$ cat src/rtl/mtsed_pkg.sv
// Shared types and constants for the multitouch slot event decoder.
// Used by mtsed_cfg, mtsed_map and multitouch_slot_event_decoder; no dependencies.

package mtsed_pkg;

    localparam int SLOTS_DEFAULT = 16;

    // Event field widths
    localparam int TYPE_W  = 16;
    localparam int CODE_W  = 16;
    localparam int VALUE_W = 32;
    localparam int S_TDATA_W = ((TYPE_W + CODE_W + VALUE_W + 7) / 8) * 8;

    // Result field widths
    localparam int PTR_W     = 17;
    localparam int CNT_OUT_W = 5;
    localparam int COUNT_MAX = 31;
    localparam int M_TDATA_W = ((2 * PTR_W + CNT_OUT_W + 7) / 8) * 8;

    // Configuration port
    localparam int APB_ADDR_W = 5;
    localparam int APB_DATA_W = 32;

    // Event codes
    localparam logic [TYPE_W-1:0] TYPE_ABS    = 16'h0003;
    localparam logic [TYPE_W-1:0] TYPE_SYN    = 16'h0000;
    localparam logic [CODE_W-1:0] CODE_SLOT   = 16'h002f;
    localparam logic [CODE_W-1:0] CODE_TRACK  = 16'h0039;
    localparam logic [CODE_W-1:0] CODE_POSX   = 16'h0035;
    localparam logic [CODE_W-1:0] CODE_POSY   = 16'h0036;
    localparam logic [CODE_W-1:0] CODE_REPORT = 16'h0000;

    // Tracking id that releases a slot
    localparam logic signed [VALUE_W-1:0] TRACK_RELEASE = -32'sd1;

    typedef enum logic [2:0] {
        REG_TOUCH_SCALE_X   = 3'd0,
        REG_TOUCH_SCALE_Y   = 3'd1,
        REG_INVERSE_SCALE_X = 3'd2,
        REG_INVERSE_SCALE_Y = 3'd3,
        REG_ROTATION        = 3'd4,
        REG_ALT_MAPPING     = 3'd5,
        REG_SCREEN_WIDTH    = 3'd6,
        REG_SCREEN_HEIGHT   = 3'd7
    } reg_idx_t;

    typedef struct packed {
        logic [15:0] touch_scale_x;
        logic [15:0] touch_scale_y;
        logic [15:0] inverse_scale_x;
        logic [15:0] inverse_scale_y;
        logic [1:0]  rotation;
        logic        alternate_mapping;
        logic [12:0] screen_width;
        logic [12:0] screen_height;
    } cfg_t;

endpackage

$ cat src/rtl/mtsed_cfg.sv
// APB configuration registers of the multitouch slot event decoder.
// Depends on mtsed_pkg for the register map and the cfg_t bundle.

module mtsed_cfg
(
    input  logic                                 clk,
    input  logic                                 rst_n,
    input  logic                                 psel,
    input  logic                                 penable,
    input  logic                                 pwrite,
    input  logic [mtsed_pkg::APB_ADDR_W-1:0]     paddr,
    input  logic [mtsed_pkg::APB_DATA_W-1:0]     pwdata,
    output logic [mtsed_pkg::APB_DATA_W-1:0]     prdata,
    output logic                                 pready,
    output mtsed_pkg::cfg_t                      cfg
);

    mtsed_pkg::cfg_t   cfg_reg;
    mtsed_pkg::cfg_t   cfg_next;
    mtsed_pkg::reg_idx_t idx;
    logic              wr_en;

    assign pready = 1'b1;
    assign idx    = mtsed_pkg::reg_idx_t'(paddr[4:2]);
    assign wr_en  = psel && penable && pwrite && pready;

    always_comb
    begin
        cfg_next = cfg_reg;
        if (wr_en)
        begin
            case (idx)
                mtsed_pkg::REG_TOUCH_SCALE_X:   cfg_next.touch_scale_x     = pwdata[15:0];
                mtsed_pkg::REG_TOUCH_SCALE_Y:   cfg_next.touch_scale_y     = pwdata[15:0];
                mtsed_pkg::REG_INVERSE_SCALE_X: cfg_next.inverse_scale_x   = pwdata[15:0];
                mtsed_pkg::REG_INVERSE_SCALE_Y: cfg_next.inverse_scale_y   = pwdata[15:0];
                mtsed_pkg::REG_ROTATION:        cfg_next.rotation          = pwdata[1:0];
                mtsed_pkg::REG_ALT_MAPPING:     cfg_next.alternate_mapping = pwdata[0];
                mtsed_pkg::REG_SCREEN_WIDTH:    cfg_next.screen_width      = pwdata[12:0];
                mtsed_pkg::REG_SCREEN_HEIGHT:   cfg_next.screen_height     = pwdata[12:0];
                default:                        cfg_next = cfg_reg;
            endcase
        end
    end

    always_ff @(posedge clk or negedge rst_n)
    begin
        if (!rst_n)
        begin
            cfg_reg.touch_scale_x     <= 16'd16384;
            cfg_reg.touch_scale_y     <= 16'd16384;
            cfg_reg.inverse_scale_x   <= 16'd4096;
            cfg_reg.inverse_scale_y   <= 16'd4096;
            cfg_reg.rotation          <= 2'd0;
            cfg_reg.alternate_mapping <= 1'b0;
            cfg_reg.screen_width      <= 13'd0;
            cfg_reg.screen_height     <= 13'd0;
        end
        else
        begin
            cfg_reg <= cfg_next;
        end
    end

    always_comb
    begin
        case (idx)
            mtsed_pkg::REG_TOUCH_SCALE_X:   prdata = 32'(cfg_reg.touch_scale_x);
            mtsed_pkg::REG_TOUCH_SCALE_Y:   prdata = 32'(cfg_reg.touch_scale_y);
            mtsed_pkg::REG_INVERSE_SCALE_X: prdata = 32'(cfg_reg.inverse_scale_x);
            mtsed_pkg::REG_INVERSE_SCALE_Y: prdata = 32'(cfg_reg.inverse_scale_y);
            mtsed_pkg::REG_ROTATION:        prdata = 32'(cfg_reg.rotation);
            mtsed_pkg::REG_ALT_MAPPING:     prdata = 32'(cfg_reg.alternate_mapping);
            mtsed_pkg::REG_SCREEN_WIDTH:    prdata = 32'(cfg_reg.screen_width);
            mtsed_pkg::REG_SCREEN_HEIGHT:   prdata = 32'(cfg_reg.screen_height);
            default:                        prdata = '0;
        endcase
    end

    assign cfg = cfg_reg;

endmodule

$ cat config.mk
export PLATFORM = sky130hd
export DESIGN_NAME = mtsed_cfg
export DESIGN_NICKNAME = d
export VERILOG_FILES = /design/src/rtl/mtsed_pkg.sv /design/src/rtl/mtsed_cfg.sv
export SDC_FILE = /design/constraint.sdc
export NUM_CORES = 1
export LEC_CHECK = 0
export BUFFER_PORTS_ARGS = -buffer_cell sky130_fd_sc_hd__buf_2
export CORE_ASPECT_RATIO = 1.2
export CORE_MARGIN = 2
export CORE_UTILIZATION = 29
export DETAILED_ROUTE_END_ITERATION = 8
export PLACE_DENSITY_LB_ADDON = 0.15
export SYNTH_ARGS = -nofsm -noshare
export SYNTH_HDL_FRONTEND = slang
export SYNTH_SLANG_ARGS = --single-unit
$ cat constraint.sdc
create_clock -name clk -period 2.9 [get_ports clk]
set_input_delay 0.58 -clock clk [delete_from_list [all_inputs] [get_ports clk]]
set_output_delay 0.58 -clock clk [all_outputs]
set_load 0.01 [all_outputs]
==> results.md, run 1 <==
- Post-Syn Instances: 340
- Post-CTS Hold Fix Bufs: 0
- Grt ovf: 0
- Layout cells sized above 1: 0.573
- Core ar.: roughly 0.015 mm²
- DIE HEIGHT: 141 µm
- Die X: 118 µm
- Share of the cycle needed by the critical path after routing: 0.878
- P&R area growth vs syn: 25.7%
- Worst hold slack: 0.238 ns
- Top cells by area, synth: dfrtp_1 (49%), mux2_2 (24%), buf_4 (4.2%), mux2i_1 (3.6%), mux4_2 (2.5%)
- Fillcell total: 1530
- N_diodes: 0
- Worst Tran Pin Value: 0.645 ns
- Ys async rst share: 1.00
- DR vias/cell: ~4.6
- Crit. Startpoint: paddr[4]
- Crit. End Element: primary output
- First-pass DRT Iterations: 6
- EDFF count, synth: 0
- Hold/Removal Path Class: input port to asynchronous set/reset pin
- Cell Chain, Critical Path: buf_2 > and2_1 > a21oi_1 > a21oi_1 > buf_2
- Via Count: ~3.2k
- Design area: 0.00567 mm²
- Worst Path Arrival: a little under 2 ns
- Post-synth top area cell: dfrtp_1
- Slew HR: 0.570
- Synthesized area per cell: 13.3 µm²
- CP Buf/Inv Count: 2
- Pwr Density: approximately 680 mW/mm²
- Slowest-stage cell, CP: and2_1
- Sequential fraction of the synthesis area: 0.517
- Yosys top cell area share: 0.494
- Cell count along the critical path: 5
- Worst-path clk slew: 0.07 ns
- Post-route DRC: 0
- FF-to-FF setup slack: 2.11 ns
- Latest clock arrival within the worst-skew pair: approximately 0.34 ns
- Critical path capture point: prdata[3]
- Initial core utilization: 0.299
- CTS max path bufs: 2
- Max stage delay on crit path: 0.53 ns
- CTS Buf Count: 9
- RR Endpoint: cfg[77]
- Worst Setup Start Kind: input port
- Required time of the critical path: 2.32 ns
- Peak supply drop: 0.266 mV
- RePlAce Congestion: 0.744
- Largest net degree at the start of global routing: 49
- Flip-flop count of the largest register after layout: a little over 90
- Leakage: roughly 2.8 nW
- H-tree depth: 3
- Total track usage: 0.154
- Setup TNS: 0 ns
- RSZ-0062 raised after global routing: false
- Clock Skews: 0 ns
- Setup-failing EPs final: 0
- R2r worst-path depth: 1
- Detailed Route Iter0 Violations: a little under 90
- Synth warn: 0
- Initial antenna violation count: 0
- Reg2reg start: cfg[77]
- Clk root buf: clkbuf_16
- Max_cap viols: 0
- CTS tree: built
- Fin. max-slew vios: 0
- Ports: 168
- WL/cell: ~18 µm
- First-pass GRT wire length: approximately 19000 µm
- Commonest register cell after synthesis: dfrtp_1
- Final-report hold violation count: 0
- I/O Buffers: 132
- Post-route minimum period: 2.54 ns
- Number of synthesized register bits: between 90 and 100
- Sink Count: 93
- ANT nets after route: 0
- Crit Path Max Fanout: 20
- DP Area: between 0.005 and 0.006 mm²
- Setup Fix Bufs, Post-CTS: 0
- Resize count post-CTS: 0
- Cell Area, Synth: 0.00451 mm²
- Nets: approximately 520
- Detail Placement HPWL: 8760 µm
- Status: completed
- FMAX: between 300 and 400 MHz
- Setup CP Type: input port to primary output
- Post-synth cell types: 35
- Crit path max-delay family: buffers and inverters
- Total Power: 3.86 mW
- Drt total wl: 12600 µm
- Number of global-route vias before repair: 3171
- Die area: 0.0166 mm²
- Placement Rows: 49
[cell usage after synthesis, types with 5 or more instances]
cell      number
mux2_2        95
dfrtp_1       89
buf_4         25
a21oi_1       19
mux2i_1       16
nor2_1        14
nand2_1       11
a211oi_1      10
buf_2          6
mux4_2         5
o22a_1         5
[how the worst min path moves through the flow]
stage	startpoint	to	slack, ns	cells after the start
after floorplan	rst_n	cfg[0]	0.28	0
after global placement	cfg[92]	cfg[92]	0.51	1
after detailed placement	cfg[74]	cfg[74]	0.51	1
after CTS	rst_n	cfg[19]	0.26	1
after global routing	rst_n	cfg[83]	0.29	1
final	rst_n	cfg[6]	0.24	1
[cells in the final DEF, fill, tap and decap left out, drive strengths merged]
master and n:
nand4 1, nand2 12, clkinvlp 2, a211oi 10
a211o 1, nand2b 2, clkinv 3, inv 5
o31ai 1, a41oi 1, buf 148, mux4 5
and2 1, dfstp 4, nor3 3, mux2 95
nand3 3, o22a 5, a21oi 19, o21ai 3
nor2 17, mux2i 16, nor3b 1, clkbuf 9
conb 17, nor2b 3, dfrtp 89, a221oi 1
o21bai 4, a21o 1
[through the flow]
step                      instances  setup slack, ns  utilization
after floorplan                 355            0.744            -
after global placement          670            0.241        0.357
after detailed placement        670            0.308        0.357
after CTS                       686            0.308        0.376
after global routing            686            0.151        0.376
final                           686            0.355        0.376
[layout make-up]
| type | count | area (µm²) | share of cell area |
|---|---|---|---|
| clock buffer | 9 | 225 | 0.0398 |
| clock inverter | 7 | 58.8 | 0.0104 |
| inverter | 3 | 11.3 | 0.00199 |
| multi-input combinational | 222 | 1950 | 0.344 |
| sequential | 93 | 2330 | 0.412 |
| tap | 204 | 255 | 0.0451 |
| timing repair buffer | 148 | 833 | 0.147 |
[layer usage]
| layer | vias to the layer above | share of wire | track usage |
|---|---|---|---|
| li1 | 1467 | - | - |
| met1 | 1605 | 0.44 | 0.192 |
| met2 | 98 | 0.50 | 0.259 |
| met3 | 10 | 0.047 | 0.0342 |
| met4 | 0 | 0.013 | 0.0621 |
| met5 | - | 0 | 0 |
[power breakdown]
group / leakage, nW / internal, mW / switching (mW)
combinational: 1.48 / 0.490 / 0.481
sequential: 1.18 / 1.56 / 0.190
clock: 0.133 / 0.594 / 0.549
[cell families after synthesis]
group | Yosys count | synth area share
buffers and inverters | 40 | 0.0625
flip-flops | 93 | 0.517
AND/OR/NAND/NOR | 43 | 0.0539
other | 2 | 0.00167
multiplexers | 116 | 0.298
AO/OA/AOI/OAI | 46 | 0.0666
No activity file was read; power rests on OpenSTA's default activity.
==> inputs of run 2 (changes only) <==
--- a/config.mk
+++ b/config.mk
@@ -13,2 +13,3 @@
 export PLACE_DENSITY_LB_ADDON = 0.15
+export SLEW_MARGIN = 5
 export SYNTH_ARGS = -nofsm -noshare
--- a/constraint.sdc
+++ b/constraint.sdc
@@ -3,2 +3,2 @@
 set_output_delay 0.58 -clock clk [all_outputs]
-set_load 0.01 [all_outputs]
+set_load 0.005 [all_outputs]
==> run 2 against run 1 <==
Die area unchanged. Clock-buffer cell count up 4. Register-to-register slack about the same. Highest routed layer unchanged. Worst setup slack better by 0.086 ns. Core utilization up 0.13 points. Non-clock buffer count up 1. Flip-flop and latch count unchanged. Clock skew unchanged. Clock power up 9.6%. Critical path depth unchanged.
==> results.md, run 2 (synthesis results as in run 1) <==
- First-pass GRT wire length: 19400 µm (+1.7%)
- RSZ-0062 raised after global routing: false
- Cell Int Power: 2.81 mW (+6.1%)
- Sw frac: 0.271 (-0.0451)
- Layout cells sized above 1: 0.565 (-0.00740)
- Number of global-route vias before repair: 3233 (+2.0%)
- Peak supply drop: 0.345 mV (+30%)
- Max_cap viols: 0 (unchanged)
- Share of the cycle needed by the critical path after routing: 0.848 (-0.0296)
- RePlAce Congestion: 0.739 (-0.70%)
- CTS Buf Count: 9 (unchanged)
- Leakage: 2.81 nW (+0.56%)
- Slew HR: 0.576 (+0.00602)
- Sink Count: 93 (unchanged)
- Crit Path Max Fanout: 17 (-15%)
- Reg2reg start: cfg[9]
- Total track usage: 0.156 (+0.00152)
- CTS max path bufs: 2 (unchanged)
- H-tree depth: 3 (unchanged)
- Commonest non-fill, non-tap cell in the layout: buf_2
- Detailed Route Iter0 Violations: 77 (-11%)
- Hold/Removal Path Class: input port to asynchronous set/reset pin
- Setup CP Type: input port to primary output
- Worst Path Arrival: 1.88 ns (-0.08 ns)
- FMAX: 407 MHz (+3.5%)
- I/O Buffers: 132 (unchanged)
- Worst-path clk slew: 0.06 ns (about the same)
- Register area: 0.00233 mm² (unchanged)
- Commonest non-fill, non-tap cells in the layout: buf_2 (131), mux2_2 (95), dfrtp_1 (89)
- Worst Tran Pin Value: 0.634 ns (-0.0113 ns)
- Setup-failing EPs final: 0 (unchanged)
- Post-route minimum period: 2.46 ns (-0.0859 ns)
- Reg power frac: 0.455 (+0.002)
- Worst setup margin: 0.441 ns (+0.0859 ns)
- Detail Placement HPWL: 8760 µm (about the same)
- Crit. End Element: primary output
- Core ar.: 0.0151 mm² (unchanged)
- Worst Setup Start Kind: input port
- Via Count: 3187 (+0.22%)
- Final-report hold violation count: 0 (unchanged)
- Resize count post-CTS: 0 (unchanged)
- CTS tree: built
- DR vias/cell: 4.64 (about the same)
- Crit. Startpoint: paddr[4]
- Flip-flop count of the largest register after layout: 93 (unchanged)
- Fin. max-slew vios: 0 (unchanged)
- Status: completed
- WL/cell: 18.0 µm (-1.7%)
- Post-route DRC: 0 (unchanged)
- Grt ovf: 0 (unchanged)
- P&R area growth vs syn: 26.2%
- Largest net degree at the start of global routing: 49 (unchanged)
- Clk root buf: clkbuf_16
- Ports: 168 (unchanged)
- Setup Fix Bufs, Post-CTS: 0 (unchanged)
- Comb pwr share: 0.219 (-0.032)
- Setup TNS: 0 ns (unchanged)
- Place WS: 0.391 ns (+0.0830 ns)
- Switching power: 1.04 mW (-15%)
- N_diodes: 0 (unchanged)
- ANT nets after route: 0 (unchanged)
- Pwr Density: 677 mW/mm² (-0.80%)
- Post-CTS Hold Fix Bufs: 0 (unchanged)
- Placement Rows: 49 (unchanged)
- Multi-input gate area: 0.00195 mm² (unchanged)
- First-pass DRT Iterations: 4 (-2)
- DIE HEIGHT: 141 µm (unchanged)
- Clock power share: 0.326 (+0.030)
- Clock Skews: 0 ns (unchanged)
- Initial core utilization: 0.299 (unchanged)
- Drt total wl: 12400 µm (-1.6%)
- Initial antenna violation count: 0 (unchanged)
- Fillcell total: 1516 (-0.92%)
- Required time of the critical path: 2.32 ns (about the same)
- Die X: 118 µm (unchanged)
- Die area: 0.0166 mm² (unchanged)
- Nets: 520 (+0.19%)
- Latest clock arrival within the worst-skew pair: 0.34 ns (about the same)
- FF-to-FF setup slack: 2.10 ns (about the same)
-- run 2: cell types whose count changed in the layout (fill, tap and decap cells not counted), sizes merged --
| cell | previous run | this run |
|---|---|---|
| buf | 148 | 149 |
| inv | 5 | 3 |
| clkinv | 3 | 1 |
| clkinvlp | 2 | 0 |
| bufinv | 0 | 2 |
| clkbuf | 9 | 13 |
-- run 2: through the flow --
| stage | total power [mW] | std cells | hold slack (ns) | cell area (µm²) | util |
|---|---|---|---|---|---|
| 3_3_place_gp | 2.62 | 671 | 0.506 | 5380 | 0.356 |
| 5_1_grt | 4.08 | 687 | 0.284 | 5690 | 0.377 |
| 3_5_place_dp | 2.64 | 671 | 0.512 | 5380 | 0.356 |
| 4_1_cts | 3.92 | 687 | 0.257 | 5690 | 0.377 |
| 6_report | 3.85 | 687 | 0.237 | 5690 | 0.377 |
| 2_1_floorplan | 2.19 | 355 | 0.284 | 4560 | - |
-- run 2: path summary, 6_finish.rpt --
kind	end	depth (start not counted)
hold / removal	cfg[83]	1
min in group clk	cfg[59]	2
setup / recovery	prdata[4]	5
hold reg to reg	cfg[82]	1
setup reg to reg	cfg[9]	1
max in group asynchronous	cfg[57]	2
-- run 2: layout make-up --
class | count | share of cell area
Tap cell | 204 | 0.0449
Clock inverter | 3 | 0.0121
Multi-Input combinational cell | 222 | 0.343
Sequential cell | 93 | 0.410
Timing Repair Buffer | 149 | 0.146
Clock buffer | 13 | 0.0423
Inverter | 3 | 0.00198
-- run 2: power groups by stage --
stage / clock (mW) / combinational [mW] / sequential, mW
final: 1.25 / 0.842 / 1.75
after floorplan: 0 / 0.424 / 1.77
after global placement: 0 / 0.857 / 1.77
after global routing: 1.35 / 0.934 / 1.79
after detailed placement: 0 / 0.861 / 1.78
after CTS: 1.30 / 0.863 / 1.76
-- run 2: layer usage --
metal / track usage / wire length [µm]
met1: 0.188 / 5320
met2: 0.265 / 6200
met3: 0.0428 / 685
met4: 0.0571 / 182
met5: 0 / 0
-- run 2: critical path, cell delays in order --
cell and delay (ns):
buf_2 0.34, and2_1 0.51, a21oi_1 0.14, a21oi_1 0.16, buf_2 0.13
==> inputs of run 3 (changes only) <==
Clock period 2.9 ns to 2.5 ns, I/O delays scaled along.
==> run 3 against run 2 <==
Clock-buffer cell count is 4 lower. Hold slack worse by 0.12 ns. Sequential share of layout area is 0.51 points lower. Clock power is 18% higher. Final area is 1.3% higher. Wire length is 2.2% higher. Non-clock buffer count is 7 higher. Largest cell class unchanged. Final cell count is 1.0% higher.
==> results.md, run 3 (synthesis results as in run 1) <==
- Slew HR: 0.662 (+0.0860)
- Post-route DRC: 0 (unchanged)
- Max_cap viols: 0 (unchanged)
- CTS Buf Count: 9 (unchanged)
- Cell Chain, Critical Path: buf_2 > buf_12 > mux4_2 > nand2_1 > o31ai_1 > buf_2
- Critical Path Most Common Cell: buf_2
- Total track usage: 0.157 (+0.00175)
- RePlAce Congestion: 0.761 (+3.0%)
- ANT nets after route: 0 (unchanged)
- Slowest-stage cell, CP: mux4_2
- DP Area: 0.00544 mm² (+1.2%)
- WL/cell: 18.2 µm (+1.2%)
- Detailed Route Iter0 Violations: 135 (+75%)
- I/O Buffers: 132 (unchanged)
- First-pass DRT Iterations: 4 (unchanged)
- Setup TNS: 0 ns (unchanged)
- Sink Count: 93 (unchanged)
- Required time of the critical path: 2.00 ns (-0.32 ns)
- Worst Tran Pin Value: 0.507 ns (-0.127 ns)
- Setup-failing EPs final: 0 (unchanged)
- Peak supply drop: 0.272 mV (-21%)
- Setup CP Type: input port to primary output
- DIE HEIGHT: 141 µm (unchanged)
- Largest net degree at the start of global routing: 42 (-14%)
- Reg2reg start: cfg[39]
- Number of global-route vias before repair: 3265 (+0.99%)
- Crit. End Element: primary output
- Clock Skews: 0 ns (unchanged)
- Pwr Density: 780 mW/mm² (+15%)
- Latest clock arrival within the worst-skew pair: 0.35 ns (about the same)
- Ports: 168 (unchanged)
- RSZ-0062 raised after global routing: false
- Worst-path clk slew: 0.06 ns (about the same)
- Status: completed
- Setup Fix Bufs, Post-CTS: 0 (unchanged)
- Final-report hold violation count: 0 (unchanged)
- Die area: 0.0166 mm² (unchanged)
- CTS max path bufs: 2 (unchanged)
- DR vias/cell: 4.61 (-0.54%)
- Placement Rows: 49 (unchanged)
- FMAX: roughly 440 MHz
- CTS tree: built
- P&R area growth vs syn: 27.7%
- Design area: 0.00576 mm² (+1.3%)
- Commonest non-fill, non-tap cell in the layout: buf_2
- H-tree depth: 3 (unchanged)
- Share of the cycle needed by the critical path after routing: 0.909
- First-pass GRT wire length: 19600 µm (+0.99%)
- Detail Placement HPWL: 9080 µm (+3.6%)
- Grt ovf: 0 (unchanged)
- Flip-flop count of the largest register after layout: 93 (unchanged)
- Commonest non-fill, non-tap cells in the layout: buf_2 (131), mux2_2 (95), dfrtp_1 (89)
- Die X: 118 µm (unchanged)
- Core ar.: 0.0151 mm² (unchanged)
- Drt total wl: 12700 µm (+2.2%)
- Crit Path Max Fanout: 20 (+3)
- Place WS: 0.220 ns (-0.171 ns)
- Nets: 527 (+1.3%)
- Layout cells sized above 1: 0.580 (+0.0144)
- Via Count: 3202 (+0.47%)
- Clk root buf: clkbuf_16
- Worst setup margin: 0.228 ns (-0.213 ns)
- Initial antenna violation count: 1 (+1)
- Post-route minimum period: 2.27 ns
- Fin. max-slew vios: 0 (unchanged)
- Hold/Removal Path Class: input port to asynchronous set/reset pin
- Crit. Startpoint: paddr[2]
- Initial core utilization: 0.299 (unchanged)
- Leakage: 2.86 nW (+1.6%)
- Resize count post-CTS: 0 (unchanged)
- N_diodes: 0 (unchanged)
- Worst Setup Start Kind: input port
- Max stage delay on crit path: 0.51 ns (about the same)
- Post-CTS Hold Fix Bufs: 0 (unchanged)
- Worst Path Arrival: 1.77 ns (-0.11 ns)
==> run 3: cell types whose count changed in the layout (fill, tap and decap cells not counted), sizes merged <==
cell,previous run,this run
clkinv,1,4
clkinvlp,0,2
buf,149,156
clkbuf,13,9
inv,3,2
==> run 3: cell type report <==
class	instances	area, µm²
Clock buffer	9	225
Clock inverter	7	90.1
Fill cell	1537	9330
Inverter	3	11.3
Multi-Input combinational cell	222	1950
Sequential cell	93	2330
Tap cell	204	255
Timing Repair Buffer	156	893
==> run 3: per-stage QoR <==
step,hold WS (ns),util,std cells,total power [mW]
after detailed placement,0.514,0.361,678,3.08
final,0.121,0.382,694,4.49
after global placement,0.503,0.361,678,3.05
after CTS,0.133,0.382,694,4.57
after global routing,0.162,0.382,694,4.75
after floorplan,0.204,-,355,2.54
==> run 3: where the power goes <==
group,switching [mW],internal [mW],total [mW]
registers,0.222,1.81,2.03
clock network,0.598,0.871,1.47
logic,0.421,0.569,0.989
==> run 3: worst paths after layout <==
path / end / slack, ns / cells after the start
min in group clk: cfg[74] / 0.43 / 2
min reg2reg: cfg[92] / 0.53 / 1
max: prdata[12] / 0.23 / 6
min: cfg[67] / 0.12 / 1
max reg2reg: cfg[39] / 1.70 / 1
max in group asynchronous: cfg[91] / 1.68 / 2
==> run 3: per-layer routing <==
| metal | GRT usage | share of wire | wire [µm] | up-vias |
|---|---|---|---|---|
| met2 | 0.259 | 0.49 | 6200 | 112 |
| met5 | 0 | 0.00087 | 11 | - |
| met4 | 0.0710 | 0.021 | 269 | 2 |
| li1 | - | - | - | 1481 |
| met3 | 0.0379 | 0.054 | 683 | 20 |
| met1 | 0.196 | 0.43 | 5490 | 1587 |
==> run 3: worst max-delay path: cells and delay by family <==
family                 cells  cell delay [ns]
AO/OA/AOI/OAI              1             0.06
multiplexers               1             0.51
buffers and inverters      3             0.63
AND/OR/NAND/NOR            1             0.08
